==> config.mk <==
export PLATFORM = sky130hd
export DESIGN_NAME = lsh_counters
export DESIGN_NICKNAME = d
export VERILOG_FILES = /design/src/lsh_pkg.sv /design/src/lsh_counters.sv
export SDC_FILE = /design/constraint.sdc
export NUM_CORES = 1
export LEC_CHECK = 0
export BUFFER_PORTS_ARGS = -buffer_cell sky130_fd_sc_hd__buf_4
export CORE_ASPECT_RATIO = 1.1
export CORE_MARGIN = 10
export CORE_UTILIZATION = 55
export CTS_CLUSTER_SIZE = 40
export DETAILED_ROUTE_END_ITERATION = 10
export GPL_ROUTABILITY_DRIVEN = 0
export PLACE_DENSITY_LB_ADDON = 0.3
export SKIP_CTS_REPAIR_TIMING = 1
export SYNTH_ARGS = -nofsm -noshare
export SYNTH_HDL_FRONTEND = slang
export SYNTH_SLANG_ARGS = --single-unit
==> constraint.sdc <==
create_clock -name clk -period 4.8 [get_ports clk]
set_input_delay 1.44 -clock clk [delete_from_list [all_inputs] [get_ports clk]]
set_output_delay 1.44 -clock clk [all_outputs]
set_load 0.02 [all_outputs]
==> src/lsh_pkg.sv <==
// Package for the LRU stack hit counter: item structs, config codes and sizes.
// It depends on nothing. Every other file in src imports it.
package lsh_pkg;

    localparam int DEF_STACK_DEPTH = 1024;
    localparam int DEF_ADDR_BITS   = 48;

    localparam int CAP_W   = 11;
    localparam int CNT_W   = 48;
    localparam int BADDR_W = 48;
    localparam int CFG_IDX_W = 2;

    localparam logic [CAP_W-1:0] CAP_RESET = CAP_W'(1024);
    localparam logic [CNT_W-1:0] CNT_MAX   = {CNT_W{1'b1}};

    typedef enum logic [CFG_IDX_W-1:0] {
        CFG_CAP_SMALL  = 2'd0,
        CFG_CAP_MEDIUM = 2'd1,
        CFG_CAP_LARGE  = 2'd2
    } cfg_index_t;

    typedef struct packed {
        logic [BADDR_W-1:0] block_addr;
        logic               is_write;
    } in_item_t;

    typedef struct packed {
        logic             hit_small;
        logic             hit_medium;
        logic             hit_large;
        logic [CNT_W-1:0] read_hits_small;
        logic [CNT_W-1:0] write_hits_small;
        logic [CNT_W-1:0] read_hits_medium;
        logic [CNT_W-1:0] write_hits_medium;
        logic [CNT_W-1:0] read_hits_large;
        logic [CNT_W-1:0] write_hits_large;
        logic [CNT_W-1:0] read_blocks;
        logic [CNT_W-1:0] write_blocks;
    } out_item_t;

    // Control that travels with an item from cell to cell.
    typedef struct packed {
        logic       valid;
        logic       is_write;
        logic       found;
        logic       carry_valid;
        logic [2:0] hit;
    } wave_ctl_t;

    function automatic logic [CNT_W-1:0] sat_inc(input logic [CNT_W-1:0] v);
        sat_inc = (v == CNT_MAX) ? v : v + CNT_W'(1);
    endfunction

endpackage

==> src/lsh_counters.sv <==
// Tail of the chain: saturating hit and access counters and the result register.
// Depends on lsh_pkg.
module lsh_counters (
    input  logic               clk,
    input  logic               rst_n,
    input  logic               adv,
    input  lsh_pkg::wave_ctl_t ctl_in,
    output logic               out_valid,
    output lsh_pkg::out_item_t out_item
);
    import lsh_pkg::*;

    logic             out_valid_reg;
    logic [2:0]       hit_reg;
    logic [CNT_W-1:0] hits_reg [6];
    logic [CNT_W-1:0] totals_reg [2];
    logic             take;

    assign take = adv && ctl_in.valid;

    always_ff @(posedge clk or negedge rst_n)
    begin
        if (!rst_n)
        begin
            out_valid_reg <= 1'b0;
            hit_reg       <= '0;
            for (int k = 0; k < 6; k++)
            begin
                hits_reg[k] <= '0;
            end
            totals_reg[0] <= '0;
            totals_reg[1] <= '0;
        end
        else
        begin
            if (adv)
            begin
                out_valid_reg <= ctl_in.valid;
            end
            if (take)
            begin
                hit_reg <= ctl_in.hit;
                totals_reg[ctl_in.is_write] <= sat_inc(totals_reg[ctl_in.is_write]);
                for (int k = 0; k < 3; k++)
                begin
                    if (ctl_in.hit[k])
                    begin
                        hits_reg[2*k + int'(ctl_in.is_write)] <=
                            sat_inc(hits_reg[2*k + int'(ctl_in.is_write)]);
                    end
                end
            end
        end
    end

    assign out_valid = out_valid_reg;

    always_comb
    begin
        out_item.hit_small         = hit_reg[0];
        out_item.hit_medium        = hit_reg[1];
        out_item.hit_large         = hit_reg[2];
        out_item.read_hits_small   = hits_reg[0];
        out_item.write_hits_small  = hits_reg[1];
        out_item.read_hits_medium  = hits_reg[2];
        out_item.write_hits_medium = hits_reg[3];
        out_item.read_hits_large   = hits_reg[4];
        out_item.write_hits_large  = hits_reg[5];
        out_item.read_blocks       = totals_reg[0];
        out_item.write_blocks      = totals_reg[1];
    end

endmodule

Word-level counts from Yosys, hierarchy flattened
Cells that the tools add are included. W data, S select, Z words.

Memory bits (read-only): 0. Word-level logic and storage cells: 70. Memories: 0. Register bits: 388. Latch bits: 0. Output and inout bits: 388. Bits in writable memories: 0.

$mul: 0. Shift-type cells: 0. Order comparisons: 8. Equality and inequality tests: 4. Bitwise gates (word level): 4. Div/mod/pow operators: 0. $add $sub $neg: 6. Mux-type cells: 33. Reductions and logical operators: 5.

Operators by type and width (count): $mux W288 (5); $bwmux W288 (3); $mux W48 (17); $bmux W48 S3 (3); $demux W48 S3 (3); $add A48 B1 Y48 const B (4); $eq A48 B48 Y1 const B (4); $bwmux W96 (1); $ge A32 B4 Y1 const B (3); $lt A32 B1 Y1 const B (3); $demux W48 S1 (1); $not A1 Y32 (1); $not A3 Y32 (1); $not A4 Y32 (1); $logic_and A1 B1 Y1 (5); $add A3 B1 Y4 const A (1); $add A2 B1 Y3 const A (1); $ge A2 B2 Y1 const B (1); $lt A2 B1 Y1 const B (1); $not A1 Y2 (1).

Logic depth before layout (Yosys ltp)
Gate-level depths: netlist (run 1).

Word-level depth: 14. Depth in mapped cells: 20. Depth with buffers taken out: 9.

Worst setup path after synthesis (run 1)
Ideal clock, no wire load.

Path kind: input to register. Start point: input port ctl_in[5] (netlist name). End point: register hits_reg, in the netlist out_item[134]. Path slack: -0.233 ns. Data required time: 4.720 ns. Library setup time: 0.080 ns. Cell stages on the path: 18. Data arrival time: 4.953 ns. Path buffers: 9. Cell sequence: buf_6 -> buf_6 -> buf_6 -> buf_4 -> buf_4 -> buf_4 -> buf_2 -> buf_2 -> mux2_2 -> ha_1 -> nand2_1 -> o22ai_1 -> nand4_1 -> or3_1 -> clkbuf_1 -> or3_4 -> a2111oi_2 -> xor2_1.

Word-level cells in the longest chain between the ends: 14. Elaborated cells on any way between the ends: 46. Those cells by class: add/sub: 5; order compare: 6; eq/ne: 3; mux: 26; bitwise: 3; reduce/logical: 3.

RTL lines: from (decl) (RTL line lsh_counters.sv:7) `input lsh_pkg::wave_ctl_t ctl_in,`; $not A1 Y32 (implied by the code) (RTL line lsh_counters.sv:48, lsh_counters.sv:49); $bmux W48 S3 (RTL line lsh_counters.sv:49) `sat_inc(hits_reg[2*k + int'(ctl_in.is_write)]);`; $mux W48 (implied by the code) (2 in series) (RTL line lsh_counters.sv:49); $add A48 B1 Y48 or $eq A48 B48 Y1 (tied branches) (RTL line lsh_pkg.sv:51) `sat_inc = (v == CNT_MAX) ? v : v + CNT_W'(1);`; $mux W48 (RTL line lsh_pkg.sv:51); $bwmux W288 (RTL line lsh_counters.sv:48) `hits_reg[2*k + int'(ctl_in.is_write)] <=`; $mux W288 (RTL line lsh_counters.sv:46) `if (ctl_in.hit[k])`; $mux W288 (RTL line lsh_counters.sv:40) `if (take)`; $bwmux W288 (RTL line lsh_counters.sv:48); $mux W288 (RTL line lsh_counters.sv:46); $mux W288 (RTL line lsh_counters.sv:40); $bwmux W288 (RTL line lsh_counters.sv:48); $mux W288 * (RTL line lsh_counters.sv:46); to (signal, indexed assignment) (RTL line lsh_counters.sv:48); to (decl) (RTL line lsh_counters.sv:15) `logic [CNT_W-1:0] hits_reg [6];`.

Every way passes the cells marked *; elsewhere a longest branch is shown, timed or not. The select of a mux whose other input is x is not followed. A chain may end at the register's enable or synchronous reset.

Worst setup path after layout (run 1)
Start point: input port ctl_in[5] (netlist name). End point: register hits_reg, in the netlist out_item[186].

Same word-level chain as after synthesis.

==> results of run 1 <==
Yosys cell counts, types with 7 or more instances:
cell	count	area [µm²]
o21ai_0	58	290.3
xor2_1	128	1121
buf_2	22	110.1
a32o_1	7	70.07
nor2b_1	12	75.07
a222oi_1	7	70.07
and3_1	25	156.4
and4b_1	7	70.07
o22ai_1	12	75.07
a22oi_1	18	135.1
nand2b_1	10	62.56
dfrtp_1	388	9709
mux2_2	23	259.0
nand3b_1	36	270.3
nor2_1	137	514.2
mux2i_1	25	250.2
and2_1	28	175.2
buf_6	10	112.6
or2_2	7	43.79
nor3_1	45	225.2
xnor2_1	240	2102
clkbuf_1	28	105.1
o21ai_1	7	35.03
nand4_1	78	488.0
a21oi_1	18	90.09
nand2_1	305	1145
nand3_1	180	900.9
nand4b_1	23	201.4
a31oi_1	9	56.30
power groups by stage:
stage | registers [W] | logic, W | clock network, W
3_5_place_dp | 0.00363 | 0.000835 | 0
6_report | 0.00358 | 0.000835 | 0.00332
4_1_cts | 0.00357 | 0.000841 | 0.00334
2_1_floorplan | 0.00372 | 0.000298 | 0
3_3_place_gp | 0.00362 | 0.000805 | 0
5_1_grt | 0.00359 | 0.000894 | 0.00348
through the flow:
stage / worst slack [ns] / cell area [µm²] / setup TNS, ns
global route: 0.4529 / 24930 / 0
finish: 0.6235 / 24930 / 0
detailed placement: 0.1636 / 23520 / 0
floorplan: -0.002716 / 19910 / -0.005423
CTS: 0.6787 / 24930 / 0
global placement: 0.2658 / 23520 / 0
kinds of logic (layout without fill, tap and decap cells):
kind of cell	after synthesis	count (layout)	synth area share
AO/OA/AOI/OAI	173	173	0.05885
XOR/XNOR	368	368	0.1626
adder cells (fa/ha/maj)	4	4	0.002526
buffers and inverters	76	525	0.02033
flip-flops	388	388	0.4900
multiplexers	48	48	0.02570
AND/OR/NAND/NOR	940	940	0.2400
worst max-delay path by stage:
stage                     cells past startpoint                   endpoint       from
after CTS                                     9  out_item[203]$_DFFE_PN0P_  ctl_in[5]
after global placement                        9  out_item[190]$_DFFE_PN0P_  ctl_in[5]
after detailed placement                      9  out_item[186]$_DFFE_PN0P_  ctl_in[5]
after floorplan                              16  out_item[330]$_DFFE_PN0P_  ctl_in[5]
after global routing                          9  out_item[148]$_DFFE_PN0P_  ctl_in[5]
final                                         9  out_item[186]$_DFFE_PN0P_  ctl_in[5]
layout make-up:
cell class	count	area, µm²
timing repair buffer	444	3410
fill	2613	10480
inverter	6	22.52
clock buffer	62	1237
multi-input combinational	1533	9774
sequential	388	9709
tap	481	601.8
clock inverter	13	171.4
critical path: cells and delay by family:
| kind | cells | cell delay [ns] |
|---|---|---|
| AOI/OAI and AO/OA | 1 | 0.59 |
| xor gates and xnor gates | 1 | 0.14 |
| and+or+nand+nor | 5 | 1.78 |
| buffers and inverters | 2 | 0.64 |
layer usage:
metal  routed length (µm)  GRT usage  vias to the layer above  part of all wire
met4                 2044     0.1000                        0             0.033
met3                 5450    0.06925                      130             0.087
met1                24500     0.3385                     8670              0.39
met2                30590     0.4555                      832              0.49
met5                    0          0                        -                 0
li1                     -          -                     7769                 -
==> results.yml, run 1 <==
setup_path:
  worstSetupPathType: "input port to flop"
  setup.worst_path.start_class: "input port"
  worstPathCellList: "clkbuf_8 -> buf_4 -> nand3_1 -> a222oi_1 -> nand4_1 -> or4_1 -> and2_1 -> nand2_1 -> xnor2_1"
  r2r_slack_ns: 1.65
  r2r_end: "out_item[203]$_DFFE_PN0P_"
  cp.arrival_ns: 4.63
  r2r_cells: 7
  crit_fanout: 42
  slowest_stage: "or4_1"
  slowest_delay_ns: 0.74
  regToRegStartpoint: "out_item[265]$_DFFE_PN0P_"
  cp-end-kind: "flop"
  worstPathRequired_ns: 5.26
cells_and_area:
  area_growth_pct: 25.79
  final_cell_mix: "437 x buf_4, 388 x dfrtp_1, 304 x nand2_1"
  layout_commonest_cell: "buf_4"
  largest_reg_flops: 384
  fin_nets: 2428
  n_antenna_cell: 0
  final_cells: 2927
  drive_above_1_share: 0.2322
  fin_util: 0.7041
yosys:
  synth_nets: 2011
  syn_inst: 1997
  synth_area_mm2: 0.01982
  synth-seq-cells: 388
  ys_types: 72
  synth_edf_count: 0
  ys_warn_count: 0
  seq_area_frac_synth: 0.4900
  postSynth.asyncResetShare: 1.000
  synth_ff_type: "dfrtp_1"
  avgSynthCellArea_um2: 9.923
die:
  initial_utilization: 0.5597
  die-width_um: 201.0
  fp.dieH_um: 219.1
  ios: 398
  dieArea_mm2: 0.04403
  core-area_mm2: 0.03540
  rows: 72
timing:
  fin_hold_ws_ns: 0.4924
  skew_ns: 0.008892
  finalMaxSlewViolations: 0
  finalHoldViolCount: 0
  setup_viol: 0
  rsz0062_at_grt: "no"
  fin_crit_ns: 4.176
  relSlewSlack: 0.2916
  worstMarginPinSlew_ns: 1.063
  fin_crit_sh: 0.8701
  fmaxAchievable_mhz: 239.4
route:
  routedWlPerCell_um: 21.38
  vias: 17400
  via_per_inst: 5.945
  antenna_left: 0
  wl_um: 62590
  dr.pass1.iters: 6
  drt_iter0_drc: 1304
  drc: 0
clock_tree:
  path_clk_slew_ns: 0.06
  numCtsBuffers: 41
  worst_skew_pair.late_latency_ns: 0.55
  cts_sinks: 388
  h-tree-depth: 2
  cts_tree: "done"
  root_buffer: "clkbuf_16"
  clockBufferDepth: 3
outcome:
  outcome: "complete, no violations"
grt:
  grt_pass1_wl_um: 98430
  grt_overflow: 0
  antenna_found_initial: 0
  grt_start_max_net_pins: 91
  grt.total_usage: 0.2732
  first_global_vias: 17470
power_and_ir_drop:
  p_comb_frac: 0.108
  seqPwrFrac: 0.463
  p_sw_w: 0.002013
  pwr_density_cell_mw_per_mm2: 310.2
  ir_drop_mv: 0.3100
  leakagePower_nw: 11.69
  clkPwrFrac: 0.429
  sw_frac_of_total: 0.2603
  p_int_w: 0.005719
  power_w: 0.007732
hold_path:
  hold_path_depth: 1
  hold_end: "out_item[111]$_DFFE_PN0P_"
  hp-class: "flop to flop"
  min_from: "out_item[111]$_DFFE_PN0P_"
place:
  hpwl_um: 46450
  numPortBuffers: 395
  placed_cells: 2852
flow_run:
  drv_cap: 0
(Power assumes the default switching activity.)
==> run 2, diff against run 1 <==
Settings changed: PLACE_DENSITY set to 0.84, PLACE_DENSITY_LB_ADDON 0.3 to unset.
==> run 2 against run 1 <==
Against the previous run: first-iteration DRC count is 38% higher; register-to-register slack worse by 0.11 ns; largest cell class unchanged; clock power decreased by 5%; sequential cell count unchanged; total power decreased by 2.5%; non-clock buffer count fell by 1; routed wire length up 0.83%; count of clock-buffer cells in the layout decreased by 1; sequential power barely moved; combinational power down 3.2%; via count rose by 0.85%; largest power group unchanged.
==> results.yml, run 2 (synthesized netlist as in run 1, its figures left out) <==
outcome:
  outcome: "complete, no violations"
setup_path:
  setup.worst_path.start_class: "input port"
  r2r_cells: 9
  r2r_slack_ns: 1.54
  worstPathCellList: "clkbuf_8 -> buf_12 -> buf_4 -> nand3b_1 -> a22o_1 -> and4b_1 -> a31oi_1 -> and3_1 -> nand3_1 -> xnor2_1"
  r2r_end: "out_item[369]$_DFFE_PN0P_"
  worstPathRequired_ns: 5.22
  startpoint: "ctl_in[5]"
  worstSetupPathType: "input port to flop"
  regToRegStartpoint: "out_item[288]$_DFFE_PN0P_"
  cp-end-kind: "flop"
  slowest_stage: "a31oi_1"
  slowest_delay_ns: 0.76
  crit_fanout: 70
  cp.arrival_ns: 4.65
hold_path:
  hp-class: "flop to flop"
  hold_path_depth: 1
  min_from: "out_item[279]$_DFFE_PN0P_"
  hold_end: "out_item[279]$_DFFE_PN0P_"
cells_and_area:
  layout_commonest_cell: "buf_4"
  final_cell_mix: "436 x buf_4, 388 x dfrtp_1, 304 x nand2_1"
  fin_nets: 2426
  area_growth_pct: 25.27
  final_cells: 2919
  n_antenna_cell: 0
  drive_above_1_share: 0.2297
  largest_reg_flops: 384
die:
  ios: 398
  fp.dieH_um: 219.1
  initial_utilization: 0.5597
  rows: 72
  dieArea_mm2: 0.04403
  core-area_mm2: 0.03540
  die-width_um: 201.0
flow_run:
  drv_cap: 0
grt:
  grt_overflow: 0
  grt_pass1_wl_um: 99430
  grt.total_usage: 0.2765
  antenna_found_initial: 0
  grt_start_max_net_pins: 102
  first_global_vias: 17620
place:
  numPortBuffers: 395
  placed_cells: 2851
  hpwl_um: 46330
timing:
  skew_ns: 0.01226
  relSlewSlack: 0.3355
  finalHoldViolCount: 0
  worstMarginPinSlew_ns: 0.9921
  fin_crit_sh: 0.8816
  rsz0062_at_grt: "no"
  setup_viol: 0
  fin_crit_ns: 4.232
  fmaxAchievable_mhz: 236.3
  finalMaxSlewViolations: 0
power_and_ir_drop:
  pwr_density_cell_mw_per_mm2: 303.8
  leakagePower_nw: 11.64
  ir_drop_mv: 0.4179
  power_w: 0.007541
clock_tree:
  numCtsBuffers: 40
  cts_sinks: 388
  root_buffer: "clkbuf_16"
  h-tree-depth: 2
  clockBufferDepth: 3
  path_clk_slew_ns: 0.06
  worst_skew_pair.late_latency_ns: 0.54
  cts_tree: "done"
route:
  routedWlPerCell_um: 21.62
  antenna_left: 0
  dr.pass1.iters: 7
  drc: 0
  drt_iter0_drc: 1804
  wl_um: 63110
  via_per_inst: 6.012
  vias: 17550
[run 2: cell count changes in the layout (fill, tap and decap cells not counted)]
| cell | previous run | this run |
|---|---|---|
| clkinv_2 | 7 | 3 |
| clkbuf_16 | 43 | 41 |
| buf_4 | 437 | 436 |
| bufinv_16 | 4 | 3 |
| clkbuf_8 | 10 | 11 |
| clkinvlp_4 | 1 | 0 |
[run 2: worst max-delay path by stage]
stage          slack, ns                        end  depth (start not counted)
6_report            0.57  out_item[369]$_DFFE_PN0P_                         10
5_1_grt             0.44   out_item[26]$_DFFE_PN0P_                          9
4_1_cts             0.62  out_item[369]$_DFFE_PN0P_                         10
3_5_place_dp        0.16  out_item[369]$_DFFE_PN0P_                         10
3_3_place_gp        0.19  out_item[369]$_DFFE_PN0P_                         10
2_1_floorplan     -0.003  out_item[330]$_DFFE_PN0P_                         16
[run 2: report_power, final]
part / switching, W / total [W] / internal, W
Combinational: 0.000482 / 0.000808 / 0.000327
Clock: 0.00128 / 0.00316 / 0.00188
Sequential: 0.000184 / 0.00358 / 0.00339
[run 2: cell type report]
| type | count | area (µm²) |
|---|---|---|
| inverter | 6 | 22.52 |
| clock buffer | 61 | 1201 |
| sequential | 388 | 9709 |
| clock inverter | 7 | 113.9 |
| multi-input combinational | 1533 | 9774 |
| fill | 2517 | 10580 |
| timing repair buffer | 443 | 3402 |
| tap | 481 | 601.8 |
[run 2: critical path: cells and delay by family]
family | cells | cell delay, ns
and+or+nand+nor | 4 | 1.10
buffers and inverters | 3 | 0.88
AOI/OAI and AO/OA | 2 | 1.05
xor gates and xnor gates | 1 | 0.15
[run 2: per-layer routing]
| metal | part of all wire | GRT usage |
|---|---|---|
| met1 | 0.38 | 0.3389 |
| met2 | 0.48 | 0.4562 |
| met5 | 0 | 0 |
| met3 | 0.093 | 0.06689 |
| met4 | 0.047 | 0.1271 |
[run 2: per-stage QoR]
step / setup TNS, ns / area (µm²) / setup WS, ns / hold WS, ns / utilization
finish: 0 / 24830 / 0.5684 / 0.4963 / 0.7012
global route: 0 / 24830 / 0.4446 / 0.5090 / 0.7012
CTS: 0 / 24830 / 0.6199 / 0.4986 / 0.7012
detailed placement: 0 / 23510 / 0.1567 / 0.4891 / 0.6641
global placement: 0 / 23510 / 0.1858 / 0.4751 / 0.6641
floorplan: -0.005423 / 19910 / -0.002716 / 0.5891 / -
