<file path="src/lsh_pkg.sv">
// Package for the LRU stack hit counter: item structs, config codes and sizes.
// It depends on nothing. Every other file in src imports it.
package lsh_pkg;

    localparam int DEF_STACK_DEPTH = 1024;
    localparam int DEF_ADDR_BITS   = 48;

    localparam int CAP_W   = 11;
    localparam int CNT_W   = 48;
    localparam int BADDR_W = 48;
    localparam int CFG_IDX_W = 2;

    localparam logic [CAP_W-1:0] CAP_RESET = CAP_W'(1024);
    localparam logic [CNT_W-1:0] CNT_MAX   = {CNT_W{1'b1}};

    typedef enum logic [CFG_IDX_W-1:0] {
        CFG_CAP_SMALL  = 2'd0,
        CFG_CAP_MEDIUM = 2'd1,
        CFG_CAP_LARGE  = 2'd2
    } cfg_index_t;

    typedef struct packed {
        logic [BADDR_W-1:0] block_addr;
        logic               is_write;
    } in_item_t;

    typedef struct packed {
        logic             hit_small;
        logic             hit_medium;
        logic             hit_large;
        logic [CNT_W-1:0] read_hits_small;
        logic [CNT_W-1:0] write_hits_small;
        logic [CNT_W-1:0] read_hits_medium;
        logic [CNT_W-1:0] write_hits_medium;
        logic [CNT_W-1:0] read_hits_large;
        logic [CNT_W-1:0] write_hits_large;
        logic [CNT_W-1:0] read_blocks;
        logic [CNT_W-1:0] write_blocks;
    } out_item_t;

    // Control that travels with an item from cell to cell.
    typedef struct packed {
        logic       valid;
        logic       is_write;
        logic       found;
        logic       carry_valid;
        logic [2:0] hit;
    } wave_ctl_t;

    function automatic logic [CNT_W-1:0] sat_inc(input logic [CNT_W-1:0] v);
        sat_inc = (v == CNT_MAX) ? v : v + CNT_W'(1);
    endfunction

endpackage

</file>
<file path="src/lsh_cell.sv">
// One recency stack cell: holds one address and passes the access wave on.
// Depends on lsh_pkg.
module lsh_cell #(
    parameter int CELL_IDX = 0,
    parameter int ADDR_W   = 48
) (
    input  logic                     clk,
    input  logic                     rst_n,
    input  logic                     adv,
    input  logic [lsh_pkg::CAP_W-1:0] cap_small,
    input  logic [lsh_pkg::CAP_W-1:0] cap_medium,
    input  logic [lsh_pkg::CAP_W-1:0] cap_large,
    input  lsh_pkg::wave_ctl_t       ctl_in,
    input  logic [ADDR_W-1:0]        addr_in,
    input  logic [ADDR_W-1:0]        carry_in,
    output lsh_pkg::wave_ctl_t       ctl_out,
    output logic [ADDR_W-1:0]        addr_out,
    output logic [ADDR_W-1:0]        carry_out
);
    import lsh_pkg::*;

    localparam int CMP_W = ((CELL_IDX + 1) > 2048) ? 32 : 13;
    localparam logic [CMP_W-1:0] MY_IDX = CMP_W'(CELL_IDX);

    logic              slot_valid_reg;
    logic [ADDR_W-1:0] slot_reg;
    wave_ctl_t         ctl_reg;
    logic [ADDR_W-1:0] addr_reg;
    logic [ADDR_W-1:0] carry_reg;

    logic              match;
    logic [2:0]        hit_here;
    wave_ctl_t         ctl_next;
    logic [ADDR_W-1:0] carry_next;

    function automatic logic below_cap(input logic [CAP_W-1:0] c,
                                       input logic [CMP_W-1:0] idx);
        logic [CMP_W-1:0] ce;
        ce = (c == '0) ? CMP_W'(1) : CMP_W'(c);
        below_cap = idx < ce;
    endfunction

    assign match = ctl_in.valid && !ctl_in.found && slot_valid_reg && (slot_reg == addr_in);
    assign hit_here = {below_cap(cap_large, MY_IDX), below_cap(cap_medium, MY_IDX),
                       below_cap(cap_small, MY_IDX)};

    always_comb
    begin
        ctl_next   = ctl_in;
        carry_next = slot_reg;
        if (match)
        begin
            ctl_next.found       = 1'b1;
            ctl_next.carry_valid = 1'b0;
            ctl_next.hit         = hit_here;
        end
        else if (!ctl_in.found)
        begin
            ctl_next.carry_valid = slot_valid_reg;
        end
    end

    always_ff @(posedge clk or negedge rst_n)
    begin
        if (!rst_n)
        begin
            slot_valid_reg <= 1'b0;
            ctl_reg        <= '0;
        end
        else if (adv)
        begin
            ctl_reg <= ctl_next;
            // Once the address is found further down cells keep their contents.
            if (ctl_in.valid && !ctl_in.found)
            begin
                slot_valid_reg <= ctl_in.carry_valid;
            end
        end
    end

    always_ff @(posedge clk)
    begin
        if (adv)
        begin
            addr_reg  <= addr_in;
            carry_reg <= carry_next;
            if (ctl_in.valid && !ctl_in.found)
            begin
                slot_reg <= carry_in;
            end
        end
    end

    assign ctl_out   = ctl_reg;
    assign addr_out  = addr_reg;
    assign carry_out = carry_reg;

endmodule

</file>
<file path="config.mk">
export PLATFORM = sky130hd
export DESIGN_NAME = lsh_cell
export DESIGN_NICKNAME = d
export VERILOG_FILES = /design/src/lsh_pkg.sv /design/src/lsh_cell.sv
export SDC_FILE = /design/constraint.sdc
export NUM_CORES = 1
export LEC_CHECK = 0
export BUFFER_PORTS_ARGS = -buffer_cell sky130_fd_sc_hd__buf_2
export CORE_MARGIN = 2
export CORE_UTILIZATION = 50
export DETAILED_ROUTE_END_ITERATION = 16
export MAX_ROUTING_LAYER = met4
export PLACE_DENSITY_LB_ADDON = 0.2
export RECOVER_POWER = 25
export SYNTH_ARGS = -nofsm -noshare
export SYNTH_HDL_FRONTEND = slang
export SYNTH_SLANG_ARGS = --single-unit
</file>
<file path="constraint.sdc">
create_clock -name clk -period 2.73 [get_ports clk]
set_clock_uncertainty 0.1 [all_clocks]
set_input_delay 0.1365 -clock clk [delete_from_list [all_inputs] [get_ports clk]]
set_output_delay 0.1365 -clock clk [all_outputs]
set_load 0.01 [all_outputs]
</file>
# == Word level (Yosys, flattened, before mapping) ==
# Index checks and enable logic that the tools add are counted.
# Widths: inputs -> output; s select.
# classes
n_lt_le_gt_ge,3
n_eq_ne,1
mux,7
n_reduce_logical,8
# op_table
op,n
$eq 48x48->1,1
$logic_not 11->1,3
$lt 1x11->1 const A,3
$mux 11,3
$logic_and 1x1->1,3
$mux 1,3
$mux 3,1
$reduce_and 2->1,1
$logic_not 1->1,1
# word_totals
ff_bits,152
input_bits,139
out_inout_bits,103
wordCells,28

# == Longest topological paths before layout ==
# Gate-level depths: netlist of run 1.
# depth
depth_word,5
depth_mapped,6
ltp_nobuf,5

# == Least setup slack after synthesis of run 1 ==
# No wires, ideal clock.
# synth_timing
path_type,input to register
start,in adv
end,reg ctl_reg (netlist bit ctl_out[3])
setup_ns,0.120
t_arrival_ns,1.580
required_ns,2.510
slack_ns,0.930
cell_stages,6
n_path_buf,1
cell_sequence,buf_6 and3b_4 nand4_2 nor4_2 nand4_2 o211a_1
# synth_lines
item,line,text
"start, declared",lsh_cell.sv:9,"input logic adv,"
"end signal, assigned",lsh_cell.sv:72,ctl_reg <= ctl_next;
"end, declared",lsh_cell.sv:27,wave_ctl_t ctl_reg;

# == Worst setup path after layout of run 1 ==
# layout_timing
start,in ctl_in[4] (netlist bit)
end,reg ctl_reg (netlist bit ctl_out[3])
# layout_via
elab_chain_len,5
word_cells_on_any_way,6
cone_classes,2 x mux; 4 x reduce/logical
# layout_rtl
item,line,text
"start, declared",lsh_cell.sv:13,"input lsh_pkg::wave_ctl_t ctl_in,"
$logic_not 1->1,lsh_cell.sv:43,assign match = ctl_in.valid && !ctl_in.found && slot_valid_reg && (slot_reg == addr_in);
$logic_and 1x1->1 (3 in a row),lsh_cell.sv:43,
$mux 1 *,lsh_cell.sv:51,if (match)
# Every way passes the cells marked *; elsewhere a longest branch is shown, timed or not.
# A chain may end at the register's enable or synchronous reset.

==> out/qor.tcl, run 1 <==
set qor(outcome) {finished clean}
set qor(tritoncts.num_buffers) 17
set qor(cts_tree) {built}
set qor(floorplan.die.width_microns) 106
set qor(synthToLayoutAreaGrowth_pct) 53.6
set qor(avgSynthCellArea_sq_um) 22.5
set qor(synthDominantCellAreaShare_pct) 82.7
set qor(die_extent_in_y_microns) 106
set qor(most_common_library_cell_in_the_layout_ignoring_fill_and_taps) {sky130_fd_sc_hd__buf_2}
set qor(starting_utilization_of_the_core_area_pct) 51.1
set qor(setup-violations-final) 0
set qor(reg2reg_to) {ctl_out[3]$_DFFE_PN0P_}
set qor(end_kind) {register}
set qor(achievable_freq_ghz) 0.508
set qor(clock_tree.htree_level_count) 4
set qor(ctsRootBufferMaster) {sky130_fd_sc_hd__clkbuf_8}
set qor(synth-seq-cells) 152
set qor(drtIter0Drc) 111
set qor(antenna_cells_inserted) 0
set qor(n_fill_cell) 601
set qor(clk-insertion-delay-late_ns) 0.51
set qor(synth_cell_type_count) 17
set qor(routed-via-count) 3358
set qor(design.core.area_sq_um) 10200
set qor(antenna_violating_nets_post_route) 0
set qor(post_drt_wl_per_cell_microns) 17.2
set qor(critical_path.most_common_cell) {sky130_fd_sc_hd__nand4_2}
set qor(instances_no_fill) 715
set qor(critical_setup_path_kind) {input port to register}
set qor(power.switching_fraction_pct) 20.9
set qor(timing.final.crit_share_pct) 72.1
set qor(slew_hr_pct) 4.99
set qor(io_buffers) 208
set qor(internal_reg_to_reg_setup_slack_ns) 0.88
set qor(mostFrequentLayoutCells) {sky130_fd_sc_hd__buf_2 (155), sky130_fd_sc_hd__edfxtp_1 (144), sky130_fd_sc_hd__dlygate4sd3_1 (105)}
set qor(multi_input_logic_area_sq_um) 696
set qor(grt_first_pass_wirelength_microns) 18500
set qor(floorplan.die_area_sq_um) 11300
set qor(rsz_0062_raised_after_global_routing) {no}
set qor(post_cts_resize_count) 0
set qor(final_period_minus_worst_setup_slack_ns) 1.97
set qor(place_congestion) 0.747
set qor(cp_max_delay_cell) {sky130_fd_sc_hd__dlygate4sd3_1}
set qor(clock_sink_count) 152
set qor(power.density_nw_per_um2) 703
set qor(hold_violation_count_in_the_final_report) 0
set qor(final_net_count) 705
set qor(clock_slew_at_reported_path_ffs_ns) 0.06
set qor(post_cts.repair.setup_buffers) 0
set qor(hold-worst-slack_ns) 0.216
set qor(power.switching_w) 0.00118
set qor(grt_max_degree) 105
set qor(yosys.area.top_type) {sky130_fd_sc_hd__edfxtp_1}
set qor(clock_power_share_pct) 41.9
set qor(globalRouteOverflowTotal) 0
set qor(yosysWarningCount) 0
set qor(worst_hold_path_type) {input port to register}
set qor(cp-startpoint) {ctl_in[4]}
set qor(fin_setup_tns_ns) 0
set qor(path_max_fanout) 21
set qor(dp_cells) 578
set qor(reg2regPathDepth) 5
set qor(critical_path.cell_chain) {dlygate4sd3_1 > buf_2 > and3b_4 > nand4_2 > nor4_2 > nand4_2 > o211a_1}
set qor(worst_setup_path_endpoint) {ctl_out[3]$_DFFE_PN0P_}
set qor(drt_first_pass_iters) 4
set qor(regToRegStartpoint) {carry_next[34]$_DFFE_PP_}
set qor(mappedNetlistArea_sq_um) 5230
set qor(via_count_of_the_first_global_routing_pass) 3648
set qor(crit_path_max_incr_delay_ns) 0.53
set qor(max-cap-violations) 0
set qor(internal_power_w) 0.00447
set qor(crit_arrival_ns) 2.26
set qor(synth.yosys.seq_area_share_pct) 86.5
set qor(drt-vias-per-instance) 4.70
set qor(synth_fp_nets) 372
set qor(detailed_place_hpwl_microns) 7120
set qor(max-vdd-ir-drop_mv) 0.444
set qor(static-leakage-power_nw) 3.09
set qor(cts_max_path_buffers) 2
set qor(layout-drive-gt1-share_pct) 33.9
set qor(floorplan.io_pins) 242
set qor(core.rowCount) 37
set qor(drcViolationCount) 0
set qor(layout.area.seq_sq_um) 4520
set qor(post_synth_inst_count) 233
set qor(synth.area.top_cells) {sky130_fd_sc_hd__edfxtp_1 (83%), sky130_fd_sc_hd__xnor2_1 (7.0%), sky130_fd_sc_hd__dfrtp_1 (3.8%), sky130_fd_sc_hd__nand4_1 (1.2%), sky130_fd_sc_hd__mux2i_1 (0.96%)}
set qor(routed_wl_microns) 12300
set qor(sequentialPowerShare_pct) 49.1
set qor(critPathLaunchType) {input port}
set qor(combinationalPowerShare_pct) 9.0
set qor(antenna_found_initial) 0
set qor(cp_data_required_time_ns) 3.02
set qor(worst_slew_pin_slew_ns) 1.43
set qor(report.final.slew_viol_count) 0
set qor(track_usage_pct) 23.2
==> cells in the mapped netlist <==
cell type	number
sky130_fd_sc_hd__and3_1	1
sky130_fd_sc_hd__and3b_4	1
sky130_fd_sc_hd__buf_6	1
sky130_fd_sc_hd__dfrtp_1	8
sky130_fd_sc_hd__edfxtp_1	144
sky130_fd_sc_hd__mux2_2	3
sky130_fd_sc_hd__mux2i_1	5
sky130_fd_sc_hd__nand2_1	5
sky130_fd_sc_hd__nand4_1	10
sky130_fd_sc_hd__nand4_2	2
sky130_fd_sc_hd__nor3_2	1
sky130_fd_sc_hd__nor4_1	1
sky130_fd_sc_hd__nor4_2	2
sky130_fd_sc_hd__o211a_1	1
sky130_fd_sc_hd__xnor2_1	42
sky130_fd_sc_hd__xnor2_2	2
sky130_fd_sc_hd__xor2_1	4
==> per-layer routing <==
metal,vias to the layer above,GRT usage (%),routed length (microns)
met3,26,6.19,881
met2,168,40.7,6610
met5,-,-,0
met1,1592,24.7,4540
met4,0,9.96,275
li1,1572,-,-
==> layout make-up <==
type / count / share of cell area, %
timing repair buffer: 315 / 25.4
clock inverter: 12 / 2.20
multi-input combinational: 80 / 8.66
clock buffer: 20 / 5.30
sequential: 152 / 56.3
tap: 136 / 2.12
==> cell families (layout without fill, tap and decap cells) <==
logic type	count (synthesis)	in the layout	synth area share, %
mux	8	8	1.60
flops	152	152	86.5
xor+xnor	48	48	8.32
buf+inv	1	347	0.215
simple gates	23	23	3.18
compound gates	1	1	0.191
==> how the worst min path moves through the flow <==
stage | startpoint | to | slack [ns] | cells after the start
3_5_place_dp | rst_n | ctl_out[6]$_DFFE_PN0P_ | -0.11 | 1
5_1_grt | carry_in[4] | carry_next[4]$_DFFE_PP_ | 0.22 | 2
4_1_cts | adv | carry_next[29]$_DFFE_PP_ | 0.17 | 2
6_report | adv | carry_next[17]$_DFFE_PP_ | 0.22 | 2
2_1_floorplan | rst_n | ctl_out[0]$_DFFE_PN0P_ | -0.26 | 0
3_3_place_gp | rst_n | ctl_out[5]$_DFFE_PN0P_ | -0.12 | 1
==> worst max-delay path: cells and delay by family <==
kind            cells  cell delay, ns
compound gates      1            0.18
buf+inv             2            0.68
simple gates        4            1.25
==> power groups by stage <==
stage	clock network, W	logic [W]	registers, W
final	0.00237	0.000509	0.00277
after global routing	0.00249	0.000547	0.00278
after CTS	0.00238	0.000516	0.00277
after detailed placement	0	0.000397	0.00281
after global placement	0	0.000391	0.00281
after floorplan	0	0.0000916	0.00287
==> stage by stage <==
stage	setup slack [ns]	total power [W]	utilization (%)	instance area (sq um)
2_1_floorplan	0.930	0.00296	-	5230
3_3_place_gp	0.798	0.00320	63.2	6460
3_5_place_dp	0.759	0.00321	63.2	6460
4_1_cts	0.737	0.00567	79.3	8110
5_1_grt	0.681	0.00582	78.5	8030
6_report	0.761	0.00565	78.5	8030
==> what timing repair did <==
action,in CTS,in global routing
hold buffers,105,0
endpoints found under the setup margin,0,0
endpoints found under the hold margin,112,0
No activity file was read; power rests on OpenSTA's default activity.
==> run 2, diff against run 1 <==
--- a/config.mk
+++ b/config.mk
@@ -7,7 +7,7 @@
 export LEC_CHECK = 0
 export BUFFER_PORTS_ARGS = -buffer_cell sky130_fd_sc_hd__buf_2
 export CORE_MARGIN = 2
-export CORE_UTILIZATION = 50
+export CORE_UTILIZATION = 42
 export DETAILED_ROUTE_END_ITERATION = 16
 export MAX_ROUTING_LAYER = met4
 export PLACE_DENSITY_LB_ADDON = 0.2
==> constraint.sdc (replaced) <==
create_clock -name clk -period 1.7 [get_ports clk]
set_clock_uncertainty 0.1 [all_clocks]
set_input_delay 0.085 -clock clk [delete_from_list [all_inputs] [get_ports clk]]
set_output_delay 0.085 -clock clk [all_outputs]
set_load 0.01 [all_outputs]
==> run 2 against run 1 <==
  * Global-route usage down 4.7 points
  * Die area up 18%
  * Sequential share of layout area down 1.2 points
==> out/qor.tcl, run 2 (synthesis results as in run 1) <==
set qor(drt-vias-per-instance) 4.47 ;# -4.8%
set qor(critical_setup_path_kind) {register to register}
set qor(drt_first_pass_iters) 5 ;# +1
set qor(max-cap-violations) 0 ;# unchanged
set qor(core.rowCount) 40 ;# +8.1%
set qor(critPathBufInv) 1 ;# -1
set qor(detailed_place_hpwl_microns) 7180 ;# +0.95%
set qor(cp_max_delay_cell) {sky130_fd_sc_hd__edfxtp_1}
set qor(tritoncts.num_buffers) 17 ;# unchanged
set qor(slew_hr_pct) 61.6 ;# +57 points
set qor(static-leakage-power_nw) 3.19 ;# +3.1%
set qor(io_buffers) 208 ;# unchanged
set qor(die_extent_in_y_microns) 116 ;# +8.8%
set qor(clk-insertion-delay-late_ns) 0.41 ;# -0.10 ns
set qor(worst_hold_path_type) {input port to register}
set qor(post_drt_wl_per_cell_microns) 15.7 ;# -8.6%
set qor(track_usage_pct) 18.5 ;# -4.7 points
set qor(hold_violation_count_in_the_final_report) 0 ;# unchanged
set qor(clock_sink_count) 152 ;# unchanged
set qor(final_net_count) 709 ;# +0.57%
set qor(ctsRootBufferMaster) {sky130_fd_sc_hd__clkbuf_16}
set qor(final_period_minus_worst_setup_slack_ns) 1.66
set qor(critical_path.cell_chain) {xnor2_1 > nand4_1 > nor4_4 > nand4_2 > buf_6 > nand2_1}
set qor(floorplan.io_pins) 242 ;# unchanged
set qor(dp_cells) 612 ;# +5.9%
set qor(instances_no_fill) 752 ;# +5.2%
set qor(cts_tree) {built}
set qor(floorplan.die_area_sq_um) 13400 ;# +18%
set qor(floorplan.die.width_microns) 116 ;# +8.8%
set qor(routed_wl_microns) 11800 ;# -3.8%
set qor(clock_slew_at_reported_path_ffs_ns) 0.06 ;# about the same
set qor(antenna_found_initial) 0 ;# unchanged
set qor(crit_arrival_ns) 1.91 ;# -0.35 ns
set qor(routed-via-count) 3361 ;# +0.089%
set qor(grt_first_pass_wirelength_microns) 17400 ;# -6.2%
set qor(achievable_freq_ghz) 0.602
set qor(place_congestion) 0.743 ;# -0.44%
set qor(cp_data_required_time_ns) 1.95 ;# -1.07 ns
set qor(report.final.slew_viol_count) 0 ;# unchanged
set qor(max-vdd-ir-drop_mv) 0.857 ;# +93%
set qor(globalRouteOverflowTotal) 0 ;# unchanged
set qor(via_count_of_the_first_global_routing_pass) 3601 ;# -1.3%
set qor(crit_family) {simple AND/OR/NAND/NOR gates}
set qor(starting_utilization_of_the_core_area_pct) 43.4 ;# -7.8 points
set qor(outcome) {finished clean}
set qor(rsz_0062_raised_after_global_routing) {yes}
set qor(timing.final.crit_share_pct) 97.7
set qor(antenna_violating_nets_post_route) 0 ;# unchanged
set qor(worst_slew_pin_slew_ns) 0.576 ;# -0.849 ns
set qor(critPathLaunchType) {register}
set qor(power.density_nw_per_um2) 1130 ;# +61%
set qor(path_max_fanout) 4 ;# -81%
set qor(setup-violations-final) 0 ;# unchanged
set qor(drtIter0Drc) 169 ;# +52%
set qor(grt_max_degree) 105 ;# unchanged
set qor(layout-drive-gt1-share_pct) 36.0 ;# +2.2 points
set qor(cts_max_path_buffers) 2 ;# unchanged
set qor(drcViolationCount) 0 ;# unchanged
set qor(mostFrequentLayoutCells) {sky130_fd_sc_hd__buf_2 (160), sky130_fd_sc_hd__edfxtp_1 (144), sky130_fd_sc_hd__dlygate4sd3_1 (105)}
set qor(crit_path_max_incr_delay_ns) 0.41 ;# -0.12 ns
set qor(synthToLayoutAreaGrowth_pct) 56.9
set qor(clock_tree.htree_level_count) 4 ;# unchanged
set qor(pre_cts_slack_ns) -0.0374 ;# -0.796 ns
set qor(fin_ws_ns) 0.0397 ;# -0.721 ns
set qor(most_common_library_cell_in_the_layout_ignoring_fill_and_taps) {sky130_fd_sc_hd__buf_2}
set qor(end_kind) {register}
set qor(design.core.area_sq_um) 12100 ;# +18%
## run 2: cell types whose count changed in the layout (fill, tap and decap cells not counted), sizes merged
cell	before	now
buf	156	167
clkbuf	74	66
diode	0	1
bufinv	4	5
## run 2: per-stage QoR
stage / utilization [%] / total power [W] / hold WS, ns / setup TNS, ns / instance area (sq um)
after floorplan: - / 0.00475 / -0.311 / 0 / 5230
after global placement: 54.1 / 0.00514 / -0.165 / -0.000308 / 6530
after detailed placement: 54.1 / 0.00516 / -0.160 / -0.0846 / 6530
after CTS: 68.4 / 0.00936 / 0.207 / -0.00264 / 8250
after global routing: 68.0 / 0.00960 / 0.181 / -0.269 / 8210
final: 68.0 / 0.00929 / 0.181 / 0 / 8210
## run 2: metal layers
layer | global-route usage [%] | part of all wire (%) | up-vias
met4 | 8.59 | 2.4 | 0
li1 | - | - | 1584
met1 | 19.3 | 39 | 1590
met2 | 31.5 | 51 | 161
met3 | 6.22 | 7.9 | 26
met5 | - | 0 | -
## run 2: final timing paths
kind,end,slack [ns],depth (start not counted),from
hold reg to reg,carry_out[21]$_DFFE_PP_,0.37,0,carry_next[21]$_DFFE_PP_
min in group asynchronous,ctl_out[2]$_DFFE_PN0P_,0.59,3,rst_n
hold / removal,carry_out[6]$_DFFE_PP_,0.18,2,adv
setup / recovery,ctl_out[0]$_DFFE_PN0P_,0.04,6,carry_next[34]$_DFFE_PP_
setup reg to reg,ctl_out[0]$_DFFE_PN0P_,0.04,6,carry_next[34]$_DFFE_PP_
max in group asynchronous,ctl_out[3]$_DFFE_PN0P_,0.64,3,rst_n
## run 2: cell type report
cell class	count	area, sq um
Antenna cell	1	2.50
Sequential cell	152	4520
Timing Repair Buffer	319	2110
Fill cell	814	3850
Tap cell	168	210
Clock inverter	13	203
Clock buffer	19	433
Multi-Input combinational cell	80	726
## run 2: report_power, final
part	leakage (nW)	total, W	internal, W	switching (W)
clock	0.297	0.00402	0.00259	0.00142
sequential	1.47	0.00444	0.00436	0.0000837
combinational	1.42	0.000833	0.000443	0.000390
## run 2: timing repair
item                                   4_1_cts  5_1_grt
endpoints found under the hold margin      112        0
setup endpoints to repair                    5        5
pin swaps                                    3        3
hold buffers                               105        0
resized for setup                            4        2
buffers inserted                             1        1
==> run 3, diff against run 2 <==
==> constraint.sdc (replaced) <==
create_clock -name clk -period 1.48 [get_ports clk]
set_clock_uncertainty 0.1 [all_clocks]
set_input_delay 0.074 -clock clk [delete_from_list [all_inputs] [get_ports clk]]
set_output_delay 0.074 -clock clk [all_outputs]
set_load 0.01 [all_outputs]
==> run 3 against run 2 <==
  * The run now ends with setup timing left
  * Clock-buffer cell count shrank 1
  * Maximum frequency shrank 2.1%
  * Non-clock buffer count grew 3
  * Largest power group unchanged
  * Highest routed layer unchanged
==> out/qor.tcl, run 3 (synthesis results as in run 1) <==
set qor(grt_max_degree) 105 ;# unchanged
set qor(die_extent_in_y_microns) 116 ;# unchanged
set qor(io_buffers) 208 ;# unchanged
set qor(drt_first_pass_iters) 4 ;# -1
set qor(antenna_violating_nets_post_route) 0 ;# unchanged
set qor(slew_hr_pct) 61.5 ;# -0.072 points
set qor(clock_tree.htree_level_count) 4 ;# unchanged
set qor(mostFrequentLayoutCells) {sky130_fd_sc_hd__buf_2 (160), sky130_fd_sc_hd__edfxtp_1 (144), sky130_fd_sc_hd__dlygate4sd3_1 (105)}
set qor(timing.final.crit_share_pct) 115 ;# +17 points
set qor(most_common_library_cell_in_the_layout_ignoring_fill_and_taps) {sky130_fd_sc_hd__buf_2}
set qor(place_congestion) 0.758 ;# +2.0%
set qor(hold_violation_count_in_the_final_report) 0 ;# unchanged
set qor(worst_slew_pin_slew_ns) 0.577 ;# +0.00108 ns
set qor(starting_utilization_of_the_core_area_pct) 43.4 ;# unchanged
set qor(layout-drive-gt1-share_pct) 35.3 ;# -0.75 points
set qor(drcViolationCount) 0 ;# unchanged
set qor(outcome) {complete, but fails checks}
set qor(instances_no_fill) 752 ;# unchanged
set qor(detailed_place_hpwl_microns) 7560 ;# +5.2%
set qor(cts_max_path_buffers) 2 ;# unchanged
set qor(critical_path.cell_chain) {xnor2_1 > nand4_1 > nor4_4 > nand4_4 > o211a_1}
set qor(fin_total_pwr_w) 0.00970 ;# +4.4%
set qor(core.rowCount) 40 ;# unchanged
set qor(rsz_0062_raised_after_global_routing) {yes}
set qor(crit_arrival_ns) 1.90 ;# about the same
set qor(routed-via-count) 3415 ;# +1.6%
set qor(post_drt_wl_per_cell_microns) 16.1 ;# +2.6%
set qor(clock_sink_count) 152 ;# unchanged
set qor(grt_first_pass_wirelength_microns) 17800 ;# +2.7%
set qor(clock_power_share_pct) 37.5 ;# -5.7 points
set qor(clock_slew_at_reported_path_ffs_ns) 0.06 ;# about the same
set qor(end_kind) {register}
set qor(design.core.area_sq_um) 12100 ;# unchanged
set qor(cp_max_delay_cell) {sky130_fd_sc_hd__nor4_4}
set qor(track_usage_pct) 18.9 ;# +0.44 points
set qor(globalRouteOverflowTotal) 0 ;# unchanged
set qor(power.switching_fraction_pct) 21.7 ;# +1.3 points
set qor(regToRegStartpoint) {carry_next[34]$_DFFE_PP_}
set qor(combinationalPowerShare_pct) 9.8 ;# +0.8 points
set qor(via_count_of_the_first_global_routing_pass) 3432 ;# -4.7%
set qor(setup-violations-final) 5 ;# +5
set qor(cp_data_required_time_ns) 1.68 ;# -0.27 ns
set qor(drt-vias-per-instance) 4.54 ;# +1.6%
set qor(cts_tree) {built}
set qor(dp_cells) 616 ;# +0.65%
set qor(path_max_fanout) 5 ;# +1
set qor(antenna_cells_inserted) 0 ;# -1
set qor(antenna_found_initial) 0 ;# unchanged
set qor(synthToLayoutAreaGrowth_pct) 54.5
set qor(clk-insertion-delay-late_ns) 0.41 ;# about the same
set qor(fin_ws_ns) -0.216 ;# -0.256 ns
set qor(power.density_nw_per_um2) 1200 ;# +6.1%
set qor(static-leakage-power_nw) 3.13 ;# -1.7%
set qor(report.final.slew_viol_count) 0 ;# unchanged
set qor(internal_power_w) 0.00760 ;# +2.7%
set qor(tritoncts.num_buffers) 17 ;# unchanged
set qor(critPathLaunchType) {register}
set qor(final_net_count) 712 ;# +0.42%
set qor(power.switching_w) 0.00211 ;# +11%
set qor(drtIter0Drc) 195 ;# +15%
set qor(achievable_freq_ghz) 0.590 ;# -2.1%
set qor(placed_area_sq_um) 6570 ;# +0.65%
set qor(worst_hold_startpoint) {addr_in[16]}
set qor(max-cap-violations) 0 ;# unchanged
set qor(violated_checks) {setup timing}
set qor(max-vdd-ir-drop_mv) 0.595 ;# -31%
set qor(floorplan.io_pins) 242 ;# unchanged
set qor(ctsRootBufferMaster) {sky130_fd_sc_hd__clkbuf_16}
set qor(n_fill_cell) 874 ;# +7.4%
set qor(floorplan.die.width_microns) 116 ;# unchanged
set qor(cp-startpoint) {carry_next[34]$_DFFE_PP_}
set qor(crit_path_max_incr_delay_ns) 0.41 ;# about the same
set qor(sequentialPowerShare_pct) 52.6 ;# +4.8 points
set qor(worst_hold_path_type) {input port to register}
set qor(final_period_minus_worst_setup_slack_ns) 1.70 ;# +0.0360 ns
set qor(finalInstanceArea_sq_um) 8080 ;# -1.6%
set qor(floorplan.die_area_sq_um) 13400 ;# unchanged
set qor(critical_setup_path_kind) {register to register}
set qor(routed_wl_microns) 12100 ;# +2.6%
## run 3: cell types whose count changed in the layout (fill, tap and decap cells not counted), moves of 2 or more
cell                        before  now
sky130_fd_sc_hd__nand2_1         3    5
sky130_fd_sc_hd__nand2_2         2    0
sky130_fd_sc_hd__clkinv_2        2    6
sky130_fd_sc_hd__clkinv_1        1    3
sky130_fd_sc_hd__buf_4           4    6
sky130_fd_sc_hd__bufinv_16       5    0
sky130_fd_sc_hd__nor4_2          0    2
## run 3: cell type report
type / count / area, sq um / share of cell area (%)
Sequential cell: 152 / 4520 / 56.0
Timing Repair Buffer: 322 / 2140 / 26.4
Clock inverter: 12 / 63.8 / 0.790
Clock buffer: 18 / 429 / 5.31
Multi-Input combinational cell: 80 / 716 / 8.86
Tap cell: 168 / 210 / 2.60
## run 3: timing repair
| item | CTS | global route |
|---|---|---|
| setup endpoints to repair | 5 | 5 |
| hold buffers | 105 | 0 |
| setup buffers | 1 | 0 |
| endpoints found under the hold margin | 112 | 0 |
| gates resized for setup | 2 | 1 |
| pin swaps | 5 | 2 |
## run 3: worst max-delay path: cells and delay by family (launching register included)
family	cells	cell delay [ns]
compound gates	1	0.15
xor+xnor	1	0.19
flops	1	0.40
simple gates	3	0.76
## run 3: power groups by stage
stage / logic (W) / registers (W) / clock network, W
3_3_place_gp: 0.000741 / 0.00518 / 0
2_1_floorplan: 0.000172 / 0.00529 / 0
4_1_cts: 0.000973 / 0.00511 / 0.00372
3_5_place_dp: 0.000748 / 0.00519 / 0
5_1_grt: 0.00103 / 0.00514 / 0.00389
6_report: 0.000955 / 0.00511 / 0.00364
## run 3: per-stage QoR
stage,setup WS [ns],util [%],TNS [ns],hold slack [ns]
after floorplan,-0.108,-,-0.120,-0.322
after global routing,-0.317,67.0,-1.24,0.128
after CTS,-0.210,67.5,-0.685,0.0804
after global placement,-0.231,54.5,-0.767,-0.180
final,-0.216,67.0,-0.748,0.104
after detailed placement,-0.252,54.5,-0.868,-0.176
## run 3: metal layers
| metal | GRT usage (%) | vias up | part of all wire, % |
|---|---|---|---|
| met5 | - | - | 0 |
| met4 | 8.19 | 0 | 1.8 |
| met3 | 5.65 | 17 | 7.2 |
| met2 | 31.3 | 155 | 51 |
| met1 | 21.3 | 1652 | 40 |
| li1 | - | 1591 | - |
## run 3: worst paths after layout
path | to | slack [ns] | cells after the start
min in group asynchronous | ctl_out[2]$_DFFE_PN0P_ | 0.54 | 3
hold reg to reg | carry_out[30]$_DFFE_PP_ | 0.37 | 0
setup / recovery | ctl_out[3]$_DFFE_PN0P_ | -0.22 | 5
setup reg to reg | ctl_out[3]$_DFFE_PN0P_ | -0.22 | 5
max in group asynchronous | slot_valid_reg$_DFFE_PN0P_ | 0.48 | 3
hold / removal | ctl_out[0]$_DFFE_PN0P_ | 0.10 | 6
